--- config.mk ---
export PLATFORM = sky130hd
export DESIGN_NAME = tlik_angle_conv
export DESIGN_NICKNAME = d
export VERILOG_FILES = /design/src/sv/tlik_pkg.sv /design/src/sv/tlik_angle_conv.sv
export SDC_FILE = /design/constraint.sdc
export NUM_CORES = 1
export LEC_CHECK = 0
export ABC_AREA = 1
export BUFFER_PORTS_ARGS = -buffer_cell sky130_fd_sc_hd__buf_2
export CAP_MARGIN = 20
export CORE_UTILIZATION = 50
export DETAILED_ROUTE_END_ITERATION = 16
export PLACE_DENSITY = 0.66
export RECOVER_POWER = 50
export SLEW_MARGIN = 10
export SYNTH_ARGS = -nofsm -noshare
export SYNTH_HDL_FRONTEND = slang
export SYNTH_SLANG_ARGS = --single-unit
--- constraint.sdc ---
create_clock -name clk -period 23.1 [get_ports clk]
set_clock_uncertainty 0.1 [all_clocks]
set_input_delay 6.93 -clock clk [delete_from_list [all_inputs] [get_ports clk]]
set_output_delay 6.93 -clock clk [all_outputs]
set_load 0.01 [all_outputs]
--- src/sv/tlik_pkg.sv ---
// ----------------------------------------------------------------------------
// tlik_pkg
// Shared types, constants and helper functions of the two-link IK core.
// ----------------------------------------------------------------------------
package tlik_pkg;

	localparam int COORD_WIDTH       = 16;
	localparam int CORDIC_STAGES_DEF = 16;
	localparam int VEC_W             = 38;   // cordic x/y datapath
	localparam int ANG_W             = 34;   // binary angle, 2^32 = one turn
	localparam int ZDIFF_W           = 35;   // angle difference into conversion

	localparam logic [15:0] LINK_RESET = 16'd1536;

	// configuration register indexes
	localparam logic REG_LINK1 = 1'b0;
	localparam logic REG_LINK2 = 1'b1;

	localparam logic signed [ANG_W-1:0] QUARTER_TURN = 34'sd1073741824;
	// 2*pi in Q28, turns binary angle into Q4.12 radians after >> 48
	localparam logic [30:0] TWO_PI_Q28 = 31'd1686629713;

	typedef struct packed {
		logic signed [COORD_WIDTH-1:0] foot_x;
		logic signed [COORD_WIDTH-1:0] foot_y;
		logic signed [COORD_WIDTH-1:0] base_x;
		logic signed [COORD_WIDTH-1:0] base_y;
	} target_t;

	typedef struct packed {
		logic signed [15:0] hip_angle;
		logic signed [15:0] knee_angle;
	} joint_t;

	typedef struct packed {
		logic                    zero;
		logic signed [VEC_W-1:0] x;
		logic signed [VEC_W-1:0] y;
		logic signed [ANG_W-1:0] z;
	} cvec_t;

	function automatic logic signed [ANG_W-1:0] atan_entry(input int i);
		logic [31:0] v;
		unique case (i)
			0:  v = 32'h20000000;
			1:  v = 32'h12E4051D;
			2:  v = 32'h09FB385B;
			3:  v = 32'h051111D4;
			4:  v = 32'h028B0D43;
			5:  v = 32'h0145D7E1;
			6:  v = 32'h00A2F61E;
			7:  v = 32'h00517C55;
			8:  v = 32'h0028BE53;
			9:  v = 32'h00145F2F;
			10: v = 32'h000A2F98;
			11: v = 32'h000517CC;
			12: v = 32'h00028BE6;
			13: v = 32'h000145F3;
			14: v = 32'h0000A2F9;
			15: v = 32'h0000517C;
			16: v = 32'h000028BE;
			17: v = 32'h0000145F;
			18: v = 32'h00000A2F;
			19: v = 32'h00000517;
			20: v = 32'h0000028B;
			21: v = 32'h00000145;
			22: v = 32'h000000A2;
			23: v = 32'h00000051;
			24: v = 32'h00000028;
			25: v = 32'h00000014;
			26: v = 32'h0000000A;
			27: v = 32'h00000005;
			28: v = 32'h00000002;
			29: v = 32'h00000001;
			default: v = 32'h00000000;
		endcase
		return $signed({2'b00, v});
	endfunction

	// flag the null vector and rotate the left half plane by a quarter turn
	function automatic cvec_t cordic_prep(input logic signed [VEC_W-1:0] x,
			input logic signed [VEC_W-1:0] y);
		cvec_t v;
		v.zero = (x == '0) && (y == '0);
		v.x    = x;
		v.y    = y;
		v.z    = '0;
		if (x < 0) begin
			if (y >= 0) begin
				v.x = y;
				v.y = -x;
				v.z = QUARTER_TURN;
			end else begin
				v.x = -y;
				v.y = x;
				v.z = -QUARTER_TURN;
			end
		end
		return v;
	endfunction

endpackage

--- src/sv/tlik_angle_conv.sv ---
// ----------------------------------------------------------------------------
// tlik_angle_conv
// Binary angle to Q4.12 radians, round half away from zero, saturating.
// ----------------------------------------------------------------------------
module tlik_angle_conv (
	input  logic                               clk,
	input  logic                               en,
	input  logic signed [tlik_pkg::ZDIFF_W-1:0] z,
	output logic signed [15:0]                 ang
);
	import tlik_pkg::*;

	logic [ZDIFF_W-1:0] mag;
	logic               neg_s1;
	logic [47:0]        plo_s1;
	logic [48:0]        phi_s1;
	logic [66:0]        sum;
	logic [18:0]        r;
	logic [15:0]        res;
	logic signed [15:0] ang_s2;

	assign mag = z[ZDIFF_W-1] ? ZDIFF_W'(-z) : ZDIFF_W'(z);

	// split product keeps each multiplier near 18 x 31
	always_ff @(posedge clk) begin
		if (en) begin
			neg_s1 <= z[ZDIFF_W-1];
			plo_s1 <= mag[16:0] * TWO_PI_Q28;
			phi_s1 <= mag[34:17] * TWO_PI_Q28;
		end
	end

	always_comb begin
		sum = {1'b0, phi_s1, 17'h0} + {19'h0, plo_s1} + (67'd1 << 47);
		r   = sum[66:48];
		if (neg_s1) begin
			res = (r > 19'd32768) ? 16'h8000 : 16'(-r);
		end else begin
			res = (r > 19'd32767) ? 16'h7FFF : r[15:0];
		end
	end

	always_ff @(posedge clk) begin
		if (en) begin
			ang_s2 <= $signed(res);
		end
	end

	assign ang = ang_s2;

endmodule

# [After elaboration in Yosys (flattened, before gate mapping)]
# Index checks and enable logic that the tools add are counted.
[word_totals] regBits=114 input_bits=37 word_cells=16
[classes] n_addsub=4 mul=2 magnitude_cmp=2 muxes=4
[ops] op="$add 66x48->67" n=1
[ops] op="$add 67x48->67 const B" n=1
[ops] op="$mul 18x31->49 const B" n=1
[ops] op="$mul 17x31->48 const B" n=1
[ops] op="$mux 16" n=3
[ops] op="$mux 35" n=1
[ops] op="$neg 35->35" n=1
[ops] op="$gt 19x15->1 const B" n=1
[ops] op="$gt 19x16->1 const B" n=1
[ops] op="$neg 16->16" n=1

# [Longest topological paths before layout]
[logic_depth] ltp_word=5 depth_mapped=37 mapped_depth_nobuf=37

# [Worst setup path after synthesis]
# OpenSTA, ideal clock, no wires.
[synth_path] path_type="input port to flip-flop" startpoint="input port z[0] (netlist name)" endpoint="register phi_s1[37], data pin" t_arrival_ps=13557 setup_slack_ps=9178 cell_stages=30 n_path_buf=0 path_cell_list="inv_1 -> nand3_1 -> nor2_1 -> nand4_1 -> nor3_1 -> nand2_1 -> nor2_1 -> nand4_1 -> nand2_1 -> xor2_1 -> inv_1 -> fa_1 -> inv_1 -> fa_1 -> fa_1 -> fa_1 -> fa_1 -> inv_1 -> fa_1 -> inv_1 -> ha_1 -> a21oi_1 -> inv_1 -> a21oi_1 -> inv_1 -> a21oi_1 -> o21ai_0 -> a21oi_1 -> o21ai_0 -> xor2_1"
[synth_via] elab_chain_len=3
[synth_lines] element="start: declaration" line="tlik_angle_conv.sv:8" rtl="input logic signed [tlik_pkg::ZDIFF_W-1:0] z,"
[synth_lines] element="$neg 35->35" line="tlik_angle_conv.sv:22" rtl="assign mag = z[ZDIFF_W-1] ? ZDIFF_W'(-z) : ZDIFF_W'(z);"
[synth_lines] element="$mux 35" line="tlik_angle_conv.sv:22"
[synth_lines] element="$mul 18x31->49" line="tlik_angle_conv.sv:29" rtl="phi_s1 <= mag[34:17] * TWO_PI_Q28;"
[synth_lines] element="end signal: assignment" line="tlik_angle_conv.sv:29"
[synth_lines] element="end: declaration" line="tlik_angle_conv.sv:16" rtl="logic [48:0] phi_s1;"
# No other way between the ends.
# A chain may end at the register's enable or synchronous reset.

# [Worst setup path after layout]
[layout_path] startpoint="input port z[34] (netlist name)" endpoint="register plo_s1[46], data pin"
[layout_via] elab_chain_len=2
[layout_lines] element="$mux 35" line="tlik_angle_conv.sv:22"
[layout_lines] element="$mul 17x31->48" line="tlik_angle_conv.sv:28" rtl="plo_s1 <= mag[16:0] * TWO_PI_Q28;"
[layout_lines] element="end signal: assignment" line="tlik_angle_conv.sv:28"
[layout_lines] element="end: declaration" line="tlik_angle_conv.sv:15" rtl="logic [47:0] plo_s1;"
# No other way between the ends.

==> reports/results.ini <==
[min_path]
hp-class = register to register

[route]
drc = 0
via_count = 20300
drt_iter0_markers = 1426
routedWlPerCell_um = 16.5
wl_mm = 66.6
vias_per_cell = 5.05
ant_nets = 0
drtPass1Iterations = 7

[timing]
worst_pin_slew_ns = 3.91
setup_viol = 0
fmax_mhz = 66.4
fin_setup_tns_ns = 0
drv_slew = 135
timing.final.hold_violations = 0
finalCriticalPeriod_ns = 15.07
rsz0062_at_grt = false
finalCritPeriodShare_pct = 65.2
relSlewSlack_pct = -160

[clocking]
cts_inserted_buffers = 9
cts_root_buf = clkbuf_16
ctsHoldBuffers = 0
htreeDepth = 3
clk_latency_ns = 0.36
clock_path_buffers = 2
cts_tree = yes
post_cts_buffers = 0
path_clk_slew_ns = 0.07
ctsResizeCount = 0
clock-sinks = 97

[worst_setup_path]
worst-path-buf-inv = 6
critPathTopFamily = adder cells
startpoint_type = primary input
critPathKind = primary input to register
r2r_slack_ns = 17.98
crit_path_start = z[34]
r2r-start = plo_s1[47]$_DFFE_PP_
ff2ff_path_depth = 17
arrival_ns = 15.08
critical_path_required_ns = 23.11
critPathMaxStageDelay_ns = 1.26
r2r_end = ang[15]$_DFFE_PP_
critPathCaptureType = register
cp_slowest_cell = clkbuf_1
cp_cell_sequence = buf_2, clkbuf_1, inv_1, a21oi_1, xor2_1, ha_1, inv_1, fa_1, fa_1, fa_1, inv_1, fa_1, fa_1, ha_1, a21oi_1, inv_1, a31oi_1, o21ai_0, a21oi_1, o221a_2, nand2_1, xor2_1
worstSetupPathDepth = 22
critPathCapture = plo_s1[46]$_DFFE_PP_
crit_top_cell = fa_1
critPathMaxFanout = 38

[synth]
yosysUniqueCellTypes = 56
synthArstFlopShare_pct = 0
yosys_warnings = 0
synth-seq-area-share_pct = 11.2
ys_ff_latch = 97
synth_nets = 4084
synth_top_area_share_pct = 26.1
syn_inst = 3267
synth_edf_count = 97
synth_largest_area_cell = fa_1
synth_ff_type = edfxtp_1
syn_area_um2 = 25900
netlist_top_cells_area = fa_1 26%, ha_1 21%, inv_1 13%, edfxtp_1 11%, nand2_1 8.3%
syn-mean-instance-area_um2 = 7.94

[die]
core-area_um2 = 51300
io_pins = 53
rows = 83
initial_utilization_pct = 50.6
dieArea_um2 = 52800
die_h_um = 230
die_w_um = 230

[final_layout]
finalNetCount = 4159
drive_gt1_share_pct = 4.51
syn2layout_area_growth_pct = 5.61
layout_common_cells = 892 x inv_1, 576 x nand2_1, 442 x ha_1, 338 x fa_1, 225 x nor2_1
diodes = 0
layout_commonest_cell = inv_1

[place]
place_congestion = 0.955
hpwl_mm = 59.8
port_buffers = 52

[global_route]
track_usage_pct = 25.9
grt_pass1_wl_mm = 107
antenna_found_initial = 0
grt_pass1_vias = 20000
grt_max_degree = 79
grt_overflow = 0

[run]
drv_cap = 3

[status]
status = finished with violations
violations = capacitance limit, slew limit

==> how the worst min path moves through the flow <==
| stage | endpoint | slack [ns] | start | depth (start not counted) |
|---|---|---|---|---|
| CTS | ang[15]$_DFFE_PP_ | 0.82 | phi_s1[46]$_DFFE_PP_ | 5 |
| detailed placement | ang[15]$_DFFE_PP_ | 0.82 | phi_s1[46]$_DFFE_PP_ | 5 |
| global placement | ang[15]$_DFFE_PP_ | 0.81 | phi_s1[46]$_DFFE_PP_ | 5 |
| global route | ang[15]$_DFFE_PP_ | 0.91 | phi_s1[46]$_DFFE_PP_ | 5 |
| finish | ang[15]$_DFFE_PP_ | 0.83 | phi_s1[46]$_DFFE_PP_ | 5 |
| floorplan | ang[8]$_DFFE_PP_ | 0.63 | neg_s1$_DFFE_PP_ | 4 |
==> per-stage QoR <==
step,util [%],setup WS (ns),area (µm²),hold WS (ns),instances
finish,53.4,8.03,27400,0.825,4027
detailed placement,52.9,8.07,27200,0.817,4010
global route,53.4,7.63,27400,0.906,4027
CTS,53.5,8.43,27400,0.823,4026
floorplan,-,9.18,25900,0.626,3267
global placement,52.9,8.10,27200,0.805,4010
==> cells in the mapped netlist, types with 3 or more instances <==
cell type,count
inv_1,892
nand2_1,576
ha_1,442
fa_1,338
nor2_1,224
a21oi_1,133
nand3_1,118
edfxtp_1,97
xor2_1,79
o21ai_0,74
nand4_1,34
nor3_1,27
xnor2_1,25
a31oi_1,22
nand2_2,19
inv_2,14
nor2_2,14
nor4_1,14
o21ai_1,14
a21o_1,13
o21bai_1,10
o21a_1,9
nor2_4,8
nand2_4,6
a21boi_0,5
o31ai_1,5
or2_2,5
and3_1,4
nand3_2,4
nand3b_1,4
o211ai_1,4
clkbuf_1,3
==> layout make-up <==
type | count | area [µm²]
multi-input cells | 2252 | 19500
fillers | 4992 | 23900
well taps | 680 | 851
clock buffers | 9 | 225
clock inverters | 7 | 68.8
flip-flops and latches | 97 | 2910
repair buffers | 73 | 389
inverters | 909 | 3410
==> worst min-delay path: stages (launching register included) <==
cell and delay [ns]:
edfxtp_1 0.38, nand2_1 0.07, nand2_1 0.13, nand2_1 0.07, nand2_1 0.06, a21oi_1 0.06
==> layer usage <==
metal / GRT usage, % / vias to the layer above / share of wire, %
met5: 0 / - / 0
met3: 2.50 / 71 / 5.8
met4: 5.24 / 0 / 1.7
met1: 38.7 / 9463 / 49
li1: - / 10200 / -
met2: 40.6 / 561 / 43
==> sequential cells by signal, summed over array words and instances (netlist names) <==
| name | flops |
|---|---|
| ang | 16 |
| neg_s1 | 1 |
| phi_s1 | 49 |
| plo_s1 | 31 |
==> cells by family (layout without fill, tap and decap cells) <==
| group | Yosys count | in the layout | synth area share (%) |
|---|---|---|---|
| fa+ha+maj | 780 | 780 | 47.4 |
| compound gates | 300 | 300 | 6.51 |
| simple gates | 1067 | 1067 | 17.9 |
| flops | 97 | 97 | 11.2 |
| buf+inv | 918 | 998 | 13.4 |
| xor+xnor | 105 | 105 | 3.57 |
Power is left out: the tool's default activity adds up to more than one toggle a clock period on the data nets, which glitch-free logic cannot reach.
