**src/sv/tlik_sqrt_cell.sv**
```systemverilog
// ----------------------------------------------------------------------------
// tlik_sqrt_cell
// One digit of a restoring integer square root: two radicand bits per cell.
// ----------------------------------------------------------------------------
module tlik_sqrt_cell #(
	parameter int TAG_W = 1
) (
	input  logic             clk,
	input  logic             en,
	input  logic [19:0]      rem_in,
	input  logic [16:0]      root_in,
	input  logic [33:0]      rad_in,
	input  logic [TAG_W-1:0] tag_in,
	output logic [19:0]      rem_out,
	output logic [16:0]      root_out,
	output logic [33:0]      rad_out,
	output logic [TAG_W-1:0] tag_out
);
	logic [21:0] acc;
	logic [21:0] trial;
	logic        ge;
	logic [21:0] diff;
	logic [19:0] rem_s1;
	logic [16:0] root_s1;
	logic [33:0] rad_s1;
	logic [TAG_W-1:0] tag_s1;

	always_comb begin
		acc   = {rem_in, rad_in[33:32]};
		trial = {3'b000, root_in, 2'b01};
		ge    = acc >= trial;
		diff  = acc - trial;
	end

	always_ff @(posedge clk) begin
		if (en) begin
			rem_s1  <= ge ? diff[19:0] : acc[19:0];
			root_s1 <= {root_in[15:0], ge};
			rad_s1  <= {rad_in[31:0], 2'b00};
			tag_s1  <= tag_in;
		end
	end

	assign rem_out  = rem_s1;
	assign root_out = root_s1;
	assign rad_out  = rad_s1;
	assign tag_out  = tag_s1;

endmodule

```
**config.mk**
```make
export PLATFORM = sky130hd
export DESIGN_NAME = tlik_sqrt_cell
export DESIGN_NICKNAME = d
export VERILOG_FILES = /design/src/sv/tlik_sqrt_cell.sv
export SDC_FILE = /design/constraint.sdc
export NUM_CORES = 1
export LEC_CHECK = 0
export BUFFER_PORTS_ARGS = -buffer_cell sky130_fd_sc_hd__clkbuf_2
export CAP_MARGIN = 20
export CORE_UTILIZATION = 51
export CTS_BUF_LIST = sky130_fd_sc_hd__clkbuf_8 sky130_fd_sc_hd__clkbuf_16
export DETAILED_ROUTE_END_ITERATION = 16
export PLACE_DENSITY_LB_ADDON = 0.3
export SYNTH_ARGS = -nofsm -noshare
export SYNTH_HDL_FRONTEND = slang
export SYNTH_SLANG_ARGS = --single-unit
```
**constraint.sdc**
```tcl
create_clock -name clk -period 3.7 [get_ports clk]
set_input_delay 0.37 -clock clk [delete_from_list [all_inputs] [get_ports clk]]
set_output_delay 0.37 -clock clk [all_outputs]
set_load 0.005 [all_outputs]
```
# ---- Word level (Yosys, flattened, before mapping)
# Index checks and enable logic that the tools add are counted.
dict set report totals {
  regBits 70
  input_bits 74
  output_inout_bits 72
  word_cells 7
}
dict set report classes {
  add_sub_neg 1
  order_cmp 1
  muxes 1
}
# cell count
set ops {}
lappend ops {{$ge 22x19->1} 1}
lappend ops {{$mux 20} 1}
lappend ops {{$sub 20x19->20} 1}

# ---- Logic depth before layout (Yosys ltp)
# Gate-level depths: netlist of the first run.
dict set report depth {
  depth_word 2
  ltp_mapped 12
  mapped_depth_nobuf 10
}

# ---- Worst setup path before layout of the first run
# OpenSTA, ideal clock, no wires.
dict set report synth_path {
  path_type {input port to flip-flop}
  start {in root_in[9]}
  end {reg rem_s1[15], in the netlist rem_out[15], data pin}
  arrival_time_ns 2.225
  setup_slack_ns 1.212
  cell_stages 11
  cell_sequence {inv_1 -> ha_1 -> buf_2 -> nand4_2 -> or2_0 -> or3_1 -> a31o_1 -> buf_6 -> buf_2 -> nand2_1 -> o41ai_2}
}
dict set report synth_via {
  elab_chain_len 2
  elab_cells_between_ends 3
}
# item line_no
set synth_rtl {}
lappend synth_rtl {{start: declaration} 11} ;# input logic [16:0] root_in,
lappend synth_rtl {{$sub 20x19->20 / $ge 22x19->1 (equally long branches)} {32, 31}}
lappend synth_rtl {{$mux 20 (*)} 37} ;# rem_s1 <= ge ? diff[19:0] : acc[19:0];
lappend synth_rtl {{end signal: assignment} 37}
lappend synth_rtl {{end: declaration} 23} ;# logic [19:0] rem_s1;
# Mark *: on every way between the ends. The rest lies on a longest branch, timed or not.
# A chain may end at the register's enable or synchronous reset.

# ---- Final worst setup path of the first run
dict set report layout_path {
  start {in root_in[0]}
  end {reg rem_s1[11], in the netlist rem_out[11], data pin}
}
# Same word-level chain as after synthesis.

==> results of run 1 <==
[synth_stat cells (all sizes together)]
library cell	count
edfxtp	70
o21ai	26
nand2	25
inv	21
ha	19
a21oi	17
nor2	10
xnor2	9
xor2	8
buf	7
a21o	4
and2	4
mux2	4
nor2b	4
o21a	3
a21boi	2
nand2b	2
nand3	2
nand4	2
nor3	2
o211ai	2
o31ai	2
or3	2
a2111oi	1
a211oi	1
a221oi	1
a22o	1
a311o	1
a311oi	1
a31o	1
a31oi	1
a41o	1
a41oi	1
and3	1
conb	1
nor4b	1
o2111ai	1
o211a	1
o2bb2ai	1
o31a	1
o41ai	1
or2	1
or4	1
[worst max-delay path: stages]
cell and delay, ns:
clkbuf_2 0.09, inv_1 0.04, ha_1 0.33, nor2b_1 0.17, o31ai_1 0.36, a21oi_1 0.13
nor3_1 0.36, a31o_1 0.40, buf_4 0.30, o21ai_0 0.13
[power by group through the flow]
stage	clock [W]	combinational, W	sequential [W]
2_1_floorplan	0	0.000182	0.00102
3_3_place_gp	0	0.000361	0.00101
3_5_place_dp	0	0.000367	0.00101
4_1_cts	0.000612	0.000369	0.000997
5_1_grt	0.000644	0.000408	0.00100
6_report	0.000594	0.000366	0.000995
[kinds of logic after synthesis]
family / synth area share, %
AO/OA/AOI/OAI: 13.5
XOR/XNOR: 4.39
adder cells (fa/ha/maj): 7.01
buffers and inverters: 3.69
flip-flops: 61.9
multiplexers: 1.33
other: 0.111
AND/OR/NAND/NOR: 8.08
[final cells by class]
class                   count  share of cell area, %
flip-flops and latches     70                   48.0
multi-input cells         170                   26.7
repair buffers            146                   16.9
clock buffers               9                   2.83
well taps                  77                   2.20
inverters                  21                   1.80
clock inverters             7                   1.52
[flip-flops by register name, summed over array words and instances, names as in the netlist]
signal    count
rad_out      32
rem_out      20
root_out     17
tag_out       1
[per-layer routing]
| metal | routed length [µm] | track usage, % | vias up |
|---|---|---|---|
| met5 | 0 | 0 | - |
| met4 | 119 | 7.55 | 0 |
| met3 | 519 | 6.33 | 11 |
| met2 | 3520 | 35.0 | 111 |
| met1 | 2990 | 25.4 | 1195 |
| li1 | - | - | 1296 |
[stage by stage]
stage | setup slack (ns) | util, %
floorplan | 1.21 | -
global route | 0.870 | 68.5
finish | 1.09 | 68.5
global placement | 0.831 | 65.5
detailed placement | 0.740 | 65.5
CTS | 1.11 | 68.5
[worst paths after layout]
path | to | slack (ns)
max | rem_out[11] | 1.09
min | tag_out | 0.20
==> reports/summary.txt, run 1 <==
outcome: completed
Crit. End Element: register
total setup buffers inserted after CTS: 0
final non-filler cell area: 4380 µm²
cell taking the most area after synthesis: edfxtp_1
Crit Path Max Fanout: 21
vias: 2613
# fillers: 490
global placer's final weighted congestion: 0.860
hold wc startpoint: tag_in
clock share of power: 30.4%
Seq cells post-synth: 70
RSZ-0062 raised after global routing: no
H-tree depth: 3
ANT cells: 0
post-synthesis cell type count: 49
Wirelength per Cell: 14.3 µm
part of the power in registers: 50.9%
Max VDD drop: 0.338 mV
final worst path period need: 2.61 ns
first-pass GRT wire length: 11300 µm
global route overflow: 0
YS warnings: 0
die width: 83.6 µm
WP data required: 3.78 ns
largest cells by area after synthesis: edfxtp_1 62%, ha_1 7.0%, o21ai_0 3.7%
Final Hold Fails: 0
Antenna Nets Post-Route: 0
Final Setup Violations: 0
vias in the first global route: 2484
flip-flop and latch area: 2100 µm²
WP data arrival: 2.69 ns
# IOs: 146
core area: 6390 µm²
Max-Cap Viols: 0
actual slew at the worst max-slew pin: 0.564 ns
nets: 511
Initial DRC Count: 99
synthesized area: 3390 µm²
Pleak: 1.97 nW
dpl hpwl: 5560 µm
sequential element share of the synthesized area: 61.9%
f_max: 384 MHz
largest net degree at the start of global routing: 30
Sink Count: 70
Gate Count Post-Synth: 267
share of post-route cells with drive strength above 1: 39.7%
Setup TNS Final: 0 ns
TritonCTS clock tree: yes
area grow syn2layout: 28.9%
DRC: 0
launch point of the worst path: root_in[0]
Logic pwr share: 18.7%
Routed WL: 7160 µm
Power per Cell Area: 447 nW/µm²
Rel. slew slack: 61.5%
FP Rows: 29
fin. max-slew vios: 0
Tightest Hold Check Type: input port to register
Area after DPL: 4190 µm²
# resized after CTS: 0
Port Buffers: 143
total power: 0.00196 W
WHS Path Cells: 1
root buffer cell: clkbuf_8
Die Y: 83.6 µm
switching share of power: 25.7%
Tot GR Track Use: 20.8%
die area: 6980 µm²
initial antenna violation count: 0
Pre-antenna DRT Iters: 4
initial core utilization: 53.1%
placed cell count: 484
Yosys top cell area share: 61.9%
# hold bufs at CTS: 0
area of the multi-input gates: 1170 µm²
vias per cell: 5.23
fin crit share: 70.5%
CTS Buf Count: 9
commonest non-fill, non-tap cell in the layout: clkbuf_2
worst-case clock buffer depth: 2
Avg Cell Area, Syn: 12.7 µm²
Net Sw Power: 0.000503 W
Clock transition at path regs: 0.08 ns
final hold slack: 0.199 ns
Int Power: 0.00145 W
Crit Path Category: input port to register
most frequent cells in the layout: 142 x clkbuf_2, 70 x edfxtp_1, 25 x nand2_1, 25 x o21ai_0, 21 x inv_1
CP Launch Type: input port
post-route insts no fill: 500
No activity file was read; power rests on OpenSTA's default activity.
==> run 2: changes to the inputs <==
Settings changed: CORE_UTILIZATION 51 to 48.
Clock period 3.7 ns to 2.6 ns, I/O delays scaled along.
==> reports/summary.txt, run 2 (synthesized netlist as in run 1, its figures left out) <==
outcome: completed
ANT cells: 0 (unchanged)
Net Sw Power: 0.000741 W (+47%)
Power per Cell Area: 645 nW/µm² (+44%)
area of the multi-input gates: 1170 µm² (unchanged)
Top delay family on crit path: simple AND/OR/NAND/NOR gates
largest net degree at the start of global routing: 38 (+27%)
vias: 2698 (+3.3%)
crit-path cells: clkbuf_2 -> inv_1 -> ha_1 -> nand4_1 -> or2_0 -> or3_1 -> a31o_1 -> inv_2 -> mux2_2
final worst path period need: 2.18 ns
initial core utilization: 49.9% (-3.2 points)
Final Setup Violations: 0 (unchanged)
area grow syn2layout: 34.1%
flip-flop and latch area: 2100 µm² (unchanged)
# IOs: 146 (unchanged)
Int Power: 0.00219 W (+51%)
fin. max-slew vios: 0 (unchanged)
H-tree depth: 3 (unchanged)
total setup buffers inserted after CTS: 0 (unchanged)
Crit Path Category: input port to register
Crit. End Element: register
Port Buffers: 143 (unchanged)
Crit Path Max Fanout: 6 (-71%)
WHS Path Cells: 1 (unchanged)
Die Y: 86.1 µm (+3.0%)
Pre-antenna DRT Iters: 4 (unchanged)
Antenna Nets Post-Route: 0 (unchanged)
crit path buf inv count: 3 (unchanged)
CP max-delay cell: or3_1
first-pass GRT wire length: 11900 µm (+6.0%)
fin crit share: 83.9%
die width: 86.1 µm (+3.0%)
Area after DPL: 4340 µm² (+3.6%)
Pleak: 2.07 nW (+5.0%)
TritonCTS clock tree: yes
total power: 0.00294 W (+50%)
Core Util, Final: 67.0% (-1.6 points)
# fillers: 561 (+14%)
global route overflow: 0 (unchanged)
switching share of power: 25.2% (-0.46 points)
Setup TNS Final: 0 ns (unchanged)
Clock transition at path regs: 0.08 ns (about the same)
RSZ-0062 raised after global routing: no
Initial DRC Count: 133 (+34%)
initial antenna violation count: 0 (unchanged)
die area: 7410 µm² (+6.1%)
part of the power in registers: 48.2% (-2.7 points)
WP data arrival: 2.28 ns (-0.41 ns)
Max-Cap Viols: 0 (unchanged)
global placer's final weighted congestion: 0.874 (+1.6%)
CTS Buf Count: 9 (unchanged)
root buffer cell: clkbuf_8
final non-filler cell area: 4550 µm² (+4.0%)
max incr delay on CP: 0.38 ns (-0.02 ns)
dpl hpwl: 5840 µm (+4.9%)
Worst Hold Path EP: rad_out[24]
Logic pwr share: 19.2% (+0.5 points)
Wirelength per Cell: 14.2 µm (-1.1%)
WP data required: 2.70 ns (-1.08 ns)
clock share of power: 32.7% (+2.3 points)
Routed WL: 7590 µm (+6.1%)
share of post-route cells with drive strength above 1: 41.8% (+2.1 points)
Tot GR Track Use: 21.2% (+0.33 points)
vias in the first global route: 2532 (+1.9%)
Max VDD drop: 0.370 mV (+9.6%)
CP Launch Type: input port
# hold bufs at CTS: 0 (unchanged)
Sink Count: 70 (unchanged)
worst-case clock buffer depth: 2 (unchanged)
commonest non-fill, non-tap cell in the layout: clkbuf_2
most frequent cells in the layout: 142 x clkbuf_2, 70 x edfxtp_1, 25 x nand2_1, 25 x o21ai_0, 21 x inv_1
max FFs per register: 32 (unchanged)
DRC: 0 (unchanged)
FP Rows: 30 (+3.4%)
vias per cell: 5.03 (-3.7%)
hold wc startpoint: rad_in[22]
GRT busiest layer: met2
met2 Usage GRT: 36.1% (+1.1 points)
f_max: 458 MHz
Tightest Hold Check Type: input port to register
Final Hold Fails: 0 (unchanged)
nets: 528 (+3.3%)
routing usage on met1: 26.0% (+0.61 points)
# resized after CTS: 0 (unchanged)
core area: 6790 µm² (+6.4%)
met3 Use GR: 5.29% (-1.0 points)
[run 2: final cells by class]
cell class                 count  share of cell area, %
sequential                    70                   46.2
multi-input combinational    170                   25.7
timing repair buffer         163                   19.0
clock buffer                   9                   2.72
tap                           96                   2.64
clock inverter                 7                   1.95
inverter                      21                   1.73
[run 2: worst max path at each step]
stage | from | to | slack (ns) | cells past startpoint
2_1_floorplan | root_in[9] | rem_out[15] | 0.22 | 11
3_3_place_gp | root_in[0] | rem_out[12] | 0.12 | 10
3_5_place_dp | root_in[4] | rem_out[5] | 0.06 | 9
4_1_cts | root_in[4] | rem_out[5] | 0.42 | 9
5_1_grt | root_in[0] | rem_out[5] | 0.26 | 10
6_report | root_in[4] | rem_out[5] | 0.42 | 9
[run 2: layer usage]
| metal | up-vias | wire [µm] |
|---|---|---|
| met5 | - | 0 |
| met4 | 0 | 111 |
| met3 | 12 | 566 |
| met2 | 111 | 3680 |
| met1 | 1248 | 3230 |
| li1 | 1327 | - |
[run 2: per-stage QoR]
| step | setup WS (ns) | hold slack (ns) | std cells |
|---|---|---|---|
| after global routing | 0.265 | 0.0707 | 536 |
| after CTS | 0.424 | 0.0710 | 536 |
| after floorplan | 0.222 | 0.359 | 268 |
| after global placement | 0.118 | 0.437 | 520 |
| after detailed placement | 0.0595 | 0.439 | 520 |
| final | 0.419 | 0.0861 | 536 |
[run 2: power groups by stage]
stage               clock [W]  combinational [W]  sequential (W)
floorplan                   0           0.000259         0.00146
global placement            0           0.000552         0.00144
detailed placement          0           0.000562         0.00144
CTS                  0.000976           0.000566         0.00142
global route          0.00102           0.000628         0.00143
finish               0.000959           0.000563         0.00141
==> run 3: changes to the inputs <==
Settings changed: CORE_UTILIZATION 48 to 43.
Clock period 2.6 ns to 1.9 ns, I/O delays scaled along.
==> reports/summary.txt, run 3 (synthesized netlist as in run 1, its figures left out) <==
outcome: completed
die area: 8250 µm² (+11%)
Routed WL: 8600 µm (+13%)
Final Setup Violations: 0 (unchanged)
fin crit share: 99.6%
f_max: 528 MHz
Tot GR Track Use: 20.5% (-0.71 points)
FP Rows: 32 (+6.7%)
global route overflow: 0 (unchanged)
vias: 2940 (+9.0%)
Crit. End Element: register
TritonCTS clock tree: yes
Max-Cap Viols: 0 (unchanged)
largest net degree at the start of global routing: 71 (+87%)
RSZ-0062 raised after global routing: yes
Power per Cell Area: 752 nW/µm² (+17%)
Net Sw Power: 0.00112 W (+51%)
vias per cell: 4.90 (-2.7%)
share of post-route cells with drive strength above 1: 54.6% (+13 points)
Wirelength per Cell: 14.3 µm (+1.2%)
Die Y: 90.8 µm (+5.5%)
nets: 586 (+11%)
CTS Buf Count: 9 (unchanged)
initial core utilization: 44.1% (-5.8 points)
core area: 7690 µm² (+13%)
part of the power in registers: 47.8% (-0.4 points)
Port Buffers: 143 (unchanged)
ANT cells: 0 (unchanged)
initial antenna violation count: 0 (unchanged)
die width: 90.8 µm (+5.5%)
vias in the first global route: 2805 (+11%)
final hold slack: 0.0172 ns (-0.0689 ns)
Setup TNS Final: 0 ns (unchanged)
Crit Path Category: input port to register
dpl hpwl: 6380 µm (+9.3%)
first-pass GRT wire length: 13000 µm (+8.7%)
Logic pwr share: 25.7% (+6.5 points)
commonest non-fill, non-tap cell in the layout: clkbuf_2
# IOs: 146 (unchanged)
Final Hold Fails: 0 (unchanged)
CP Launch Type: input port
Tightest Hold Check Type: input port to register
clock share of power: 26.5% (-6.2 points)
final worst path period need: 1.89 ns
max FFs per register: 32 (unchanged)
switching share of power: 27.6% (+2.3 points)
global placer's final weighted congestion: 0.876 (+0.16%)
# fillers: 563 (+0.36%)
H-tree depth: 3 (unchanged)
Crit Path Max Fanout: 6 (unchanged)
met3 WL: 571 µm (+0.88%)
fin. max-slew vios: 0 (unchanged)
worst-case clock buffer depth: 2 (unchanged)
top sig layer: met4
area grow syn2layout: 58.8%
metal2 WL: 4290 µm (+17%)
Clock transition at path regs: 0.08 ns (about the same)
Pre-antenna DRT Iters: 4 (unchanged)
Max VDD drop: 0.469 mV (+27%)
Antenna Nets Post-Route: 0 (unchanged)
Int Power: 0.00294 W (+34%)
most frequent cells in the layout: 125 x clkbuf_2, 70 x edfxtp_1, 68 x buf_4
Initial DRC Count: 99 (-26%)
Sink Count: 70 (unchanged)
WP data required: 2.00 ns (-0.70 ns)
WP data arrival: 1.99 ns (-0.29 ns)
Pleak: 2.40 nW (+16%)
Core Util, Final: 70.1% (+3.1 points)
DRC: 0 (unchanged)
M1 WL: 3600 µm (+11%)
root buffer cell: clkbuf_8
run 3: power groups by stage:
| stage | combinational, W | sequential [W] | clock (W) |
|---|---|---|---|
| 3_5_place_dp | 0.000940 | 0.00197 | 0 |
| 6_report | 0.00104 | 0.00194 | 0.00107 |
| 5_1_grt | 0.00114 | 0.00195 | 0.00115 |
| 2_1_floorplan | 0.000416 | 0.00199 | 0 |
| 3_3_place_gp | 0.000919 | 0.00197 | 0 |
| 4_1_cts | 0.000976 | 0.00194 | 0.00111 |
run 3: worst paths after layout:
| path | slack, ns | cells after the start | to | start |
|---|---|---|---|---|
| max | 0.008 | 9 | rem_out[7] | root_in[4] |
| min | 0.02 | 1 | rad_out[30] | rad_in[28] |
run 3: critical path, cell delays in order:
cell and delay (ns):
buf_6 0.07, inv_2 0.04, ha_4 0.26, nand4_1 0.13, or2_1 0.26, or3_4 0.38
a31o_4 0.28, inv_6 0.09, mux2_4 0.29
run 3: cell type report:
| cell class | instances | area (µm²) | area share [%] |
|---|---|---|---|
| sequential | 70 | 2100 | 39.0 |
| timing repair buffer | 221 | 1450 | 27.0 |
| multi-input combinational | 170 | 1430 | 26.6 |
| tap | 102 | 128 | 2.37 |
| clock buffer | 9 | 124 | 2.30 |
| inverter | 21 | 104 | 1.93 |
| clock inverter | 7 | 47.5 | 0.882 |
run 3: per-stage QoR:
stage	instance area (µm²)	setup WS (ns)	power (W)	cells
after global placement	4850	-0.406	0.00289	573
after floorplan	3560	-0.217	0.00241	268
after detailed placement	4850	-0.481	0.00291	573
final	5390	0.00764	0.00405	600
after global routing	5390	-0.0345	0.00424	600
after CTS	5130	-0.00391	0.00403	592
run 3: timing repair:
action / CTS / global route
pin swaps: 6 / 16
hold buffers: 2 / 6
hold endpoints to repair: 2 / 6
setup buffers: 1 / 2
setup endpoints to repair: 8 / 17
resized for setup: 16 / 56
run 3: per-layer routing:
metal | up-vias | GRT usage [%]
li1 | 1437 | -
met1 | 1365 | 24.9
met5 | - | 0
met2 | 125 | 35.2
met3 | 13 | 5.30
met4 | 0 | 7.01
