===== src/sv/tlik_div_cell.sv =====
// ----------------------------------------------------------------------------
// tlik_div_cell
// One restoring division step: one quotient bit per cell.
// ----------------------------------------------------------------------------
module tlik_div_cell #(
	parameter int TAG_W = 1
) (
	input  logic             clk,
	input  logic             en,
	input  logic [32:0]      den,
	input  logic [32:0]      rem_in,
	input  logic [15:0]      quo_in,
	input  logic [TAG_W-1:0] tag_in,
	output logic [32:0]      rem_out,
	output logic [15:0]      quo_out,
	output logic [TAG_W-1:0] tag_out
);
	logic [33:0] trial;
	logic        ge;
	logic [33:0] diff;
	logic [32:0] rem_s1;
	logic [15:0] quo_s1;
	logic [TAG_W-1:0] tag_s1;

	always_comb begin
		trial = {rem_in, 1'b0};
		ge    = trial >= {1'b0, den};
		diff  = trial - {1'b0, den};
	end

	always_ff @(posedge clk) begin
		if (en) begin
			rem_s1 <= ge ? diff[32:0] : trial[32:0];
			quo_s1 <= {quo_in[14:0], ge};
			tag_s1 <= tag_in;
		end
	end

	assign rem_out = rem_s1;
	assign quo_out = quo_s1;
	assign tag_out = tag_s1;

endmodule


===== config.mk =====
export PLATFORM = sky130hd
export DESIGN_NAME = tlik_div_cell
export DESIGN_NICKNAME = d
export VERILOG_FILES = /design/src/sv/tlik_div_cell.sv
export SDC_FILE = /design/constraint.sdc
export NUM_CORES = 1
export LEC_CHECK = 0
export BUFFER_PORTS_ARGS = -buffer_cell sky130_fd_sc_hd__buf_4
export CORE_MARGIN = 3
export CORE_UTILIZATION = 54
export CTS_CLUSTER_SIZE = 16
export DETAILED_ROUTE_END_ITERATION = 8
export GPL_TIMING_DRIVEN = 0
export PLACE_DENSITY = 0.86
export SETUP_SLACK_MARGIN = 0.4
export SLEW_MARGIN = 20
export SYNTH_ARGS = -nofsm -noshare
export SYNTH_HDL_FRONTEND = slang
export SYNTH_SLANG_ARGS = --single-unit

===== constraint.sdc =====
create_clock -name clk -period 9.25 [get_ports clk]
set_input_delay 0.4625 -clock clk [delete_from_list [all_inputs] [get_ports clk]]
set_output_delay 0.4625 -clock clk [all_outputs]
set_load 0.03 [all_outputs]

### Word level (Yosys, flattened, before mapping)

Cells that the tools add are included.

* flip-flop bits (word level): 50
* input port bits: 85

* add/subtract/negate cells: 1
* $lt $le $gt $ge: 1
* multiplexer cells: 1

Operator list (count)
* $ge A34 B33 Y1: 1
* $mux W33: 1
* $sub A33 B33 Y33: 1

### Longest topological paths before layout

Gate-level depths: netlist of the first run.

* depth after elaboration: 2
* gate-level depth with buffers: 13
* depth with buffers taken out: 11

### Least setup slack after synthesis of the first run

No wires, ideal clock.

* kind: input port to flip-flop
* start: input den[2]
* end: register rem_s1[25], in the netlist rem_out[25] (data pin)
* library setup time: 0.260 ns
* arrival: 3.005 ns
* data required time: 8.990 ns
* slack: 5.985 ns
* stages: 12
* path buffers: 1
* cells stage by stage: inv_1 -> ha_1 -> nor2b_1 -> o2111ai_1 -> and3_1 -> o31ai_1 -> a211o_1 -> a41oi_1 -> o211ai_1 -> a211oi_4 -> buf_6 -> mux2_2

* longest elaborated chain between the ends: 2
* elaborated cells on any way between the ends: 3
* those cells by class: add/sub: 1; order compare: 1; mux: 1

Ends and longest elaborated chain
* start: declaration: line 10 `input logic [32:0] den,`
* $sub A33 B33 Y33 / $ge A34 B33 Y1 (equally long branches): line 28, 27
* $mux W33 (*): line 33 `rem_s1 <= ge ? diff[32:0] : trial[32:0];`
* end signal: assignment: line 33
* end: declaration: line 21 `logic [32:0] rem_s1;`

Every way passes the cells marked *; elsewhere a longest branch is shown, timed or not.
A chain may end at the register's enable or synchronous reset.

### Final worst setup path of the first run

* start: input den[2]
* end: register rem_s1[16], in the netlist rem_out[16] (data pin)

Same word-level chain as after synthesis.

==> impl_metrics.py, run 1 <==
metrics = {
    "sta": {
        "drv_slew": 0,
        "relSlewSlack_pct": 56.9,
        "hold_viol_final": 0,
        "clock.fmax_ghz": 0.283,
        "worstMarginPinSlew_ns": 0.646,
        "rsz0062_at_grt": "no",
        "setup_viol": 0,
        "fin_tns_setup_ns": 0,
        "finalCriticalPeriod_ns": 3.53,
        "post-route-period-util_pct": 38.2,
    },
    "setup_path": {
        "cp-start-kind": "primary input",
        "worstSetupPathType": "in -> reg",
        "arrival_ns": 3.59,
        "slowest_stage": "a211oi_4",
        "crit_path_end_kind": "flip-flop",
        "cp_max_fo": 10,
        "worstPathCellList": "buf_4, inv_1, ha_1, nor2b_1, o2111ai_1, and3_1, o31ai_1, a211o_1, a41oi_1, o211ai_1, a211oi_4, buf_6, mux2_1",
        "max_stage_delay_ns": 0.50,
        "cp_data_required_time_ns": 9.31,
    },
    "clocking": {
        "cts.sinks": 50,
        "cts_resized": 0,
        "cts_max_level": 2,
        "cts_buffers": 5,
        "cts_root_buf": "clkbuf_8",
        "cts_setup_buffers": 0,
        "clock_path_buffers": 2,
        "cts_tree": "built",
        "path_clk_slew_ns": 0.10,
        "cts-hold-fix-buffers": 0,
    },
    "logic_synthesis": {
        "synth_top_area_cell": "edfxtp_1",
        "netlist_instances": 352,
        "ys_types": 46,
        "synth_area_leaders": "edfxtp_1, ha_1, mux2_1, inv_1, xor2_1",
        "synth_flop_cell": "edfxtp_1",
        "synth_nets": 471,
        "syn_area_sq_um": 3660,
        "async_flop_share_pct": 0,
        "synth_top_cell_area_share_pct": 41.0,
        "ys_seq_elements": 50,
        "avgSynthCellArea_sq_um": 10.4,
        "ys_seq_area_share_pct": 41.0,
        "synth_edf_count": 50,
        "ys_warn_count": 0,
    },
    "global_route": {
        "grt-ovfl-total": 0,
        "use_met3_pct": 4.19,
        "antenna_found_initial": 0,
        "met1_usage_pct": 26.9,
        "top_usage_layer": "met2",
        "grtUsageTotal_pct": 22.2,
        "grt_pass1_vias": 3157,
        "use_met2_pct": 40.1,
        "grt_pass1_wl_um": 13800,
        "grt_max_degree": 51,
    },
    "die": {
        "die-area_sq_um": 7810,
        "die_w_um": 88.4,
        "rows": 29,
        "ios": 135,
        "fp.coreArea_sq_um": 6460,
        "start_util_pct": 56.7,
        "die_height_um": 88.4,
    },
    "hold_path": {
        "hp-class": "in -> reg",
        "whs_path_depth": 1,
    },
    "placed_design": {
        "dp.cells": 562,
        "gp_congestion": 0.884,
        "dp_hpwl_um": 7020,
        "io_buffers": 133,
        "dpl_cell_area_sq_um": 4760,
    },
    "detailed_routing": {
        "ant_nets": 0,
        "routed_wl_um": 8770,
        "routedWlPerCell_um": 15.4,
        "drcViolationCount": 0,
        "firstDrtPassIters": 5,
        "viasPerCell": 5.58,
        "drtIter0Drc": 178,
        "vias": 3179,
    },
    "layout": {
        "layout_commonest_cell": "buf_4",
        "synthToLayoutAreaGrowth_pct": 33.0,
        "nets": 611,
        "mostFrequentLayoutCells": "buf_4, edfxtp_1, inv_1",
        "final_core_util_pct": 75.5,
        "finalInstanceArea_sq_um": 4880,
        "diodes": 0,
        "drive_above_1_share_pct": 31.4,
        "fin_cells": 570,
    },
    "power_and_ir_drop": {
        "leakage_nw": 2.24,
        "peakVddDrop_mv": 0.102,
        "powerDensity_nw_per_um2": 155,
    },
    "run_status": {
        "run_status": "completed",
    },
    "run": {
        "cap_violations": 0,
    },
}
==> cell families after synthesis <==
family                   count (synthesis)  synth area share [%]
AO/OA/AOI/OAI                           86                  15.1
XOR/XNOR                                31                  7.41
adder cells (fa/ha/maj)                 34                  11.8
buffers and inverters                   48                  5.56
flip-flops                              50                  41.0
multiplexers                            32                  9.80
AND/OR/NAND/NOR                         71                  9.35
==> final cells by class <==
cell class / count / area, sq um
Buffer: 10 / 61.3
Clock buffer: 5 / 68.8
Clock inverter: 3 / 47.5
Fill cell: 461 / 1580
Inverter: 38 / 143
Multi-Input combinational cell: 254 / 1960
Sequential cell: 50 / 1500
Tap cell: 77 / 96.3
Timing Repair Buffer: 133 / 998
==> report_power, final <==
| part | total [mW] | internal (mW) | switching (mW) |
|---|---|---|---|
| clock | 0.162 | 0.0826 | 0.0791 |
| sequential | 0.297 | 0.289 | 0.00837 |
| combinational | 0.299 | 0.131 | 0.168 |
| total | 0.758 | 0.502 | 0.256 |
==> sequential cells by signal, summed over array words and instances (netlist names) <==
| name | flops |
|---|---|
| rem_out | 33 |
| quo_out | 16 |
| tag_out | 1 |
==> layer usage <==
layer	vias up	share of wire, %	wire length, um
met3	19	6.9	609
met2	142	52	4540
met5	-	0	0
met4	0	2.0	174
li1	1566	-	-
met1	1452	39	3440
==> synth_stat cells (all sizes together), types with 9 or more instances <==
master,number
nor2,17
a21o,10
mux2,31
inv,38
ha,33
xor2,16
xnor2,15
nand3,9
a21oi,24
o21ai,21
nand2,19
edfxtp,50
==> critical path: cells and delay by family <==
| family | cells | cell delay [ns] |
|---|---|---|
| compound gates | 6 | 1.62 |
| fa+ha+maj | 1 | 0.37 |
| buf+inv | 3 | 0.35 |
| mux | 1 | 0.35 |
| simple gates | 2 | 0.42 |
==> through the flow <==
| stage | worst slack, ns | total power, mW | hold slack, ns |
|---|---|---|---|
| floorplan | 5.99 | 0.494 | 0.561 |
| global placement | 5.45 | 0.591 | 0.641 |
| detailed placement | 5.39 | 0.600 | 0.642 |
| CTS | 5.70 | 0.761 | 0.322 |
| global route | 5.49 | 0.796 | 0.315 |
| finish | 5.72 | 0.758 | 0.325 |
==> final timing paths <==
kind	startpoint	to	slack [ns]
max	den[2]	rem_out[16]$_DFFE_PP_	5.72
min	quo_in[5]	quo_out[6]$_DFFE_PP_	0.32
Power figures use the tool's default switching activity.
==> run 2: changes to the inputs <==
- CORE_UTILIZATION: 54 -> 50
- PLACE_DENSITY: 0.86 -> 0.81
- clock period: 9.25 -> 3.3 ns (I/O delays scaled with it)
==> run 2 against run 1 <==
  * Die area rose by 7.4%
  * Worst setup slack got worse by 5.2 ns
  * Flip-flop and latch count did not move
  * Sequential power rose to 2.8 times the previous value
  * Core utilization fell by 0.63 points
  * Sequential share of layout area fell by 1.9 points
  * Via count rose by 2.3%
  * Count of clock-buffer cells in the layout did not move
  * Hold slack got worse by 0.30 ns
  * Global-route usage fell by 0.56 points
  * Largest cell class unchanged
  * Largest power group unchanged
  * Highest routed layer unchanged
==> impl_metrics.py, run 2 (synthesized netlist as in run 1, its figures left out) <==
metrics = {
    "power_and_ir_drop": {
        "powerDensity_nw_per_um2": 427,
        "leakage_nw": 2.39,
        "peakVddDrop_mv": 0.239,
    },
    "setup_path": {
        "worstSetupPathType": "in -> reg",
        "max_stage_delay_ns": 0.33,
        "cp_max_fo": 7,
        "crit_family": "compound AO/OA/AOI/OAI gates",
        "cp-start-kind": "primary input",
        "cp_data_required_time_ns": 3.36,
        "worst-path-buf-inv": 5,
        "worstPathCellList": "buf_4, inv_1, ha_4, buf_6, and4_4, nor2b_1, o21ai_1, o31ai_2, a211o_1, a41oi_2, o211ai_1, a211oi_4, buf_6, buf_4, mux2_2",
        "crit_path_end_kind": "flip-flop",
        "arrival_ns": 2.86,
        "slowest_stage": "mux2_2",
    },
    "detailed_routing": {
        "drcViolationCount": 0,
        "routed_wl_um": 9420,
        "routedWlPerCell_um": 15.6,
        "vias": 3253,
        "viasPerCell": 5.38,
        "firstDrtPassIters": 4,
        "drtIter0Drc": 136,
        "ant_nets": 0,
    },
    "sta": {
        "fin_hold_ws_ns": 0.0216,
        "finalCriticalPeriod_ns": 2.80,
        "relSlewSlack_pct": 56.3,
        "setup_viol": 0,
        "drv_slew": 0,
        "clock.fmax_ghz": 0.357,
        "rsz0062_at_grt": "no",
        "hold_viol_final": 0,
        "post-route-period-util_pct": 84.9,
        "worstMarginPinSlew_ns": 0.656,
    },
    "die": {
        "start_util_pct": 52.8,
        "die_height_um": 91.6,
        "fp.coreArea_sq_um": 6940,
        "die_w_um": 91.6,
        "die-area_sq_um": 8390,
        "ios": 135,
        "rows": 30,
    },
    "clocking": {
        "cts_tree": "built",
        "path_clk_slew_ns": 0.10,
        "cts_buffers": 5,
        "cts_root_buf": "clkbuf_8",
        "cts_max_level": 2,
        "clock_path_buffers": 2,
        "cts.sinks": 50,
    },
    "placed_design": {
        "dpl_cell_area_sq_um": 4780,
        "io_buffers": 133,
        "dp_hpwl_um": 6960,
        "gp_congestion": 0.848,
    },
    "global_route": {
        "grt_pass1_wl_um": 14800,
        "grt_pass1_vias": 3232,
        "grt-ovfl-total": 0,
        "grtUsageTotal_pct": 21.6,
        "grt_max_degree": 51,
        "antenna_found_initial": 0,
    },
    "layout": {
        "largest_reg_flops": 33,
        "mostFrequentLayoutCells": "buf_4, edfxtp_1, inv_1",
        "drive_above_1_share_pct": 38.3,
        "diodes": 0,
        "num-fill-cells": 519,
        "finalInstanceArea_sq_um": 5200,
        "synthToLayoutAreaGrowth_pct": 41.9,
        "layout_commonest_cell": "buf_4",
        "nets": 627,
    },
    "hold_path": {
        "hp-class": "in -> reg",
    },
    "run_status": {
        "run_status": "completed",
    },
    "run": {
        "cap_violations": 0,
    },
}
[run 2: per-stage QoR]
| step | util [%] | worst slack (ns) | std cells | total power [mW] | TNS [ns] |
|---|---|---|---|---|---|
| finish | 74.9 | 0.499 | 605 | 2.22 | 0 |
| global route | 74.9 | 0.363 | 605 | 2.33 | 0 |
| CTS | 71.6 | 0.402 | 594 | 2.16 | 0 |
| detailed placement | 68.9 | -0.241 | 581 | 1.68 | -5.77 |
| global placement | 68.9 | -0.193 | 581 | 1.66 | -4.96 |
| floorplan | - | 0.402 | 352 | 1.39 | 0 |
[run 2: cell type report]
cell class,instances,area [sq um],share of cell area (%)
Tap cell,96,120,2.31
Inverter,38,143,2.74
Sequential cell,50,1500,28.9
Timing Repair Buffer,149,1160,22.3
Clock buffer,5,68.8,1.32
Buffer,10,88.8,1.71
Clock inverter,3,47.5,0.915
Multi-Input combinational cell,254,2070,39.8
[run 2: report_power, final]
part | switching, mW | internal [mW]
logic | 0.496 | 0.426
registers | 0.0240 | 0.810
clock network | 0.233 | 0.232
[run 2: layer usage]
| layer | vias up | global-route usage, % | routed length, um |
|---|---|---|---|
| met5 | - | 0 | 0 |
| met4 | 0 | 5.90 | 174 |
| met3 | 17 | 4.43 | 552 |
| met2 | 121 | 38.5 | 4810 |
| met1 | 1519 | 26.4 | 3890 |
| li1 | 1596 | - | - |
[run 2: final timing paths]
| check | startpoint | cells past startpoint | slack, ns | endpoint |
|---|---|---|---|---|
| min | quo_in[9] | 1 | 0.02 | quo_out[10]$_DFFE_PP_ |
| max | den[11] | 15 | 0.50 | rem_out[4]$_DFFE_PP_ |
[run 2: what timing repair did]
action,in CTS,in global routing
resized for setup,9,32
setup endpoints to repair,32,30
hold buffers,0,0
pin swaps,4,9
buffers inserted,4,9
gates cloned,1,2
==> run 3: changes to the inputs <==
- ABC_AREA: unset -> 1
- CORE_UTILIZATION: 50 -> 49
- PLACE_DENSITY: 0.81 -> 0.79
- clock period: 3.3 -> 2.4 ns (I/O delays scaled with it)
==> run 3 against run 2 <==
  * Power rose by 38%
  * Routed wire length increased by 55%
  * Hold slack gained 0.038 ns
  * Via count rose by 51%
  * Largest cell class unchanged
==> impl_metrics.py, run 3 <==
metrics = {
    "run_status": {
        "run_status": "completed",
    },
    "layout": {
        "layout_commonest_cell": "nand2_1",
        "num-fill-cells": 866,
        "fin_cells": 1019,
        "largest_reg_flops": 33,
        "final_core_util_pct": 66.3,
        "synthToLayoutAreaGrowth_pct": 29.3,
        "diodes": 0,
        "nets": 1008,
        "drive_above_1_share_pct": 22.6,
        "mostFrequentLayoutCells": "nand2_1, inv_1, buf_4",
    },
    "clocking": {
        "cts_max_level": 2,
        "cts_buffers": 5,
        "cts_setup_buffers": 0,
        "cts.sinks": 50,
        "cts_resized": 0,
        "path_clk_slew_ns": 0.13,
        "cts_root_buf": "clkbuf_8",
        "cts_tree": "built",
        "clock_path_buffers": 2,
    },
    "setup_path": {
        "worstPathCellList": "buf_4, ha_1, nand2_1, nor2_2, nand3_1, nand3_2, nand2_1, nand2_2, nand2_2, nand2_8, inv_8, buf_12, nand2_2, nand2_1",
        "max_stage_delay_ns": 0.36,
        "cp_data_required_time_ns": 2.47,
        "crit_path_end_kind": "flip-flop",
        "cp_max_fo": 10,
        "worstSetupPathType": "in -> reg",
        "slowest_stage": "ha_1",
        "arrival_ns": 1.88,
        "cp-start-kind": "primary input",
    },
    "detailed_routing": {
        "drtIter0Drc": 350,
        "drcViolationCount": 0,
        "drt-met1-wl_um": 6440,
        "viasPerCell": 4.82,
        "routedWlPerCell_um": 14.4,
        "ant_nets": 0,
        "wl_met2_um": 6970,
        "routed_wl_um": 14600,
        "firstDrtPassIters": 5,
        "dr_wl_met3_um": 1000,
        "vias": 4907,
        "routed.top_layer": "met4",
    },
    "logic_synthesis": {
        "synth_area_leaders": "edfxtp_1, nand2_1, inv_1, ha_1, nand2_2",
        "synth.most_common_cell": "nand2_1",
        "async_flop_share_pct": 0,
        "ys_seq_area_share_pct": 31.1,
        "synth_nets": 852,
        "netlist_instances": 733,
        "syn_area_sq_um": 4820,
        "synth_top_area_cell": "edfxtp_1",
        "synth_flop_cell": "edfxtp_1",
        "ys_seq_elements": 50,
        "ys_types": 27,
        "synthTopCellsByCount": "nand2_1, inv_1, edfxtp_1",
        "synth_top_cell_area_share_pct": 31.1,
        "avgSynthCellArea_sq_um": 6.58,
        "synth_edf_count": 50,
        "ys_warn_count": 0,
    },
    "global_route": {
        "grt_max_degree": 51,
        "grt_pass1_vias": 4858,
        "grt_pass1_wl_um": 23700,
        "grtUsageTotal_pct": 26.6,
        "antenna_found_initial": 0,
        "grt-ovfl-total": 0,
    },
    "die": {
        "ios": 135,
        "start_util_pct": 51.2,
        "rows": 35,
        "fp.coreArea_sq_um": 9420,
        "die-area_sq_um": 11100,
        "die_height_um": 105,
        "die_w_um": 105,
    },
    "sta": {
        "post-route-period-util_pct": 75.3,
        "finalCriticalPeriod_ns": 1.81,
        "hold_viol_final": 0,
        "fin_tns_setup_ns": 0,
        "relSlewSlack_pct": 53.7,
        "worstMarginPinSlew_ns": 0.694,
        "drv_slew": 0,
        "fin_ws_ns": 0.592,
        "clock.fmax_ghz": 0.553,
        "rsz0062_at_grt": "no",
        "setup_viol": 0,
    },
    "hold_path": {
        "holdPathEnd": "rem_out[21]$_DFFE_PP_",
        "hp-class": "in -> reg",
        "hp-start": "rem_in[20]",
        "whs_path_depth": 3,
    },
    "power_and_ir_drop": {
        "power_mw": 3.07,
        "peakVddDrop_mv": 0.281,
        "powerDensity_nw_per_um2": 492,
        "leakage_nw": 3.54,
    },
    "placed_design": {
        "dp_hpwl_um": 11500,
        "pre_cts_ws_ns": 0.254,
        "gp_congestion": 0.928,
        "dp.cells": 995,
        "io_buffers": 133,
    },
    "run": {
        "cap_violations": 0,
    },
}
## run 3: cell count changes after synthesis, sizes merged, moves of 8 or more
cell,previous run,this run
nand2,19,330
mux2,31,0
nand3b,1,10
nand3,9,34
a21o,10,2
xnor2,15,0
and2,1,10
o21ai,21,1
nor2,17,50
inv,38,160
## run 3: kinds of logic after synthesis
group / synth area share, %
and+or+nand+nor: 40.2
buffers and inverters: 14.5
DFF: 31.1
adders and majority gates: 8.97
AOI/OAI and AO/OA: 2.57
xor gates and xnor gates: 2.54
## run 3: cell type report
class                      count  area [sq um]  share of cell area (%)
tap                          129           161                    2.59
inverter                     160           608                    9.75
clock inverter                 3          26.3                   0.421
clock buffer                   5          68.8                    1.10
buffer                         6          93.8                    1.50
timing repair buffer         149          1160                    18.6
multi-input combinational    517          2620                    42.0
sequential                    50          1500                    24.1
## run 3: timing repair
action,4_1_cts,5_1_grt
endpoints found under the hold margin,16,0
endpoints found under the setup margin,0,0
hold buffers,16,0
## run 3: worst max path at each step
stage | cells after the start | slack (ns) | endpoint | startpoint
3_5_place_dp | 16 | 0.25 | rem_out[24]$_DFFE_PP_ | den[8]
6_report | 14 | 0.59 | rem_out[16]$_DFFE_PP_ | rem_in[7]
5_1_grt | 13 | 0.41 | rem_out[29]$_DFFE_PP_ | rem_in[2]
2_1_floorplan | 15 | 0.68 | rem_out[0]$_SDFFCE_PN0P_ | den[8]
4_1_cts | 14 | 0.61 | rem_out[30]$_DFFE_PP_ | rem_in[12]
3_3_place_gp | 12 | 0.27 | rem_out[30]$_DFFE_PP_ | rem_in[17]
## run 3: worst max-delay path, delay by kind of cell
family,cells,cell delay (ns)
buffers and inverters,3,0.34
adders and majority gates,1,0.36
and+or+nand+nor,10,1.04
## run 3: metrics by stage
| step | instance area, sq um | hold WS, ns |
|---|---|---|
| final | 6240 | 0.0597 |
| after global routing | 6240 | 0.0724 |
| after CTS | 6240 | 0.0549 |
| after detailed placement | 5980 | 0.300 |
| after global placement | 5980 | 0.298 |
| after floorplan | 4820 | 0.219 |
## run 3: power breakdown
group,internal (mW),switching (mW),total (mW)
clock network,0.216,0.340,0.556
logic,0.522,0.856,1.38
registers,1.10,0.0343,1.13
total,1.84,1.23,3.07
## run 3: metal layers
metal | up-vias | GRT usage (%)
met5 | - | 0
met4 | 0 | 5.34
met3 | 19 | 4.23
met2 | 190 | 46.5
met1 | 2178 | 34.8
li1 | 2520 | -
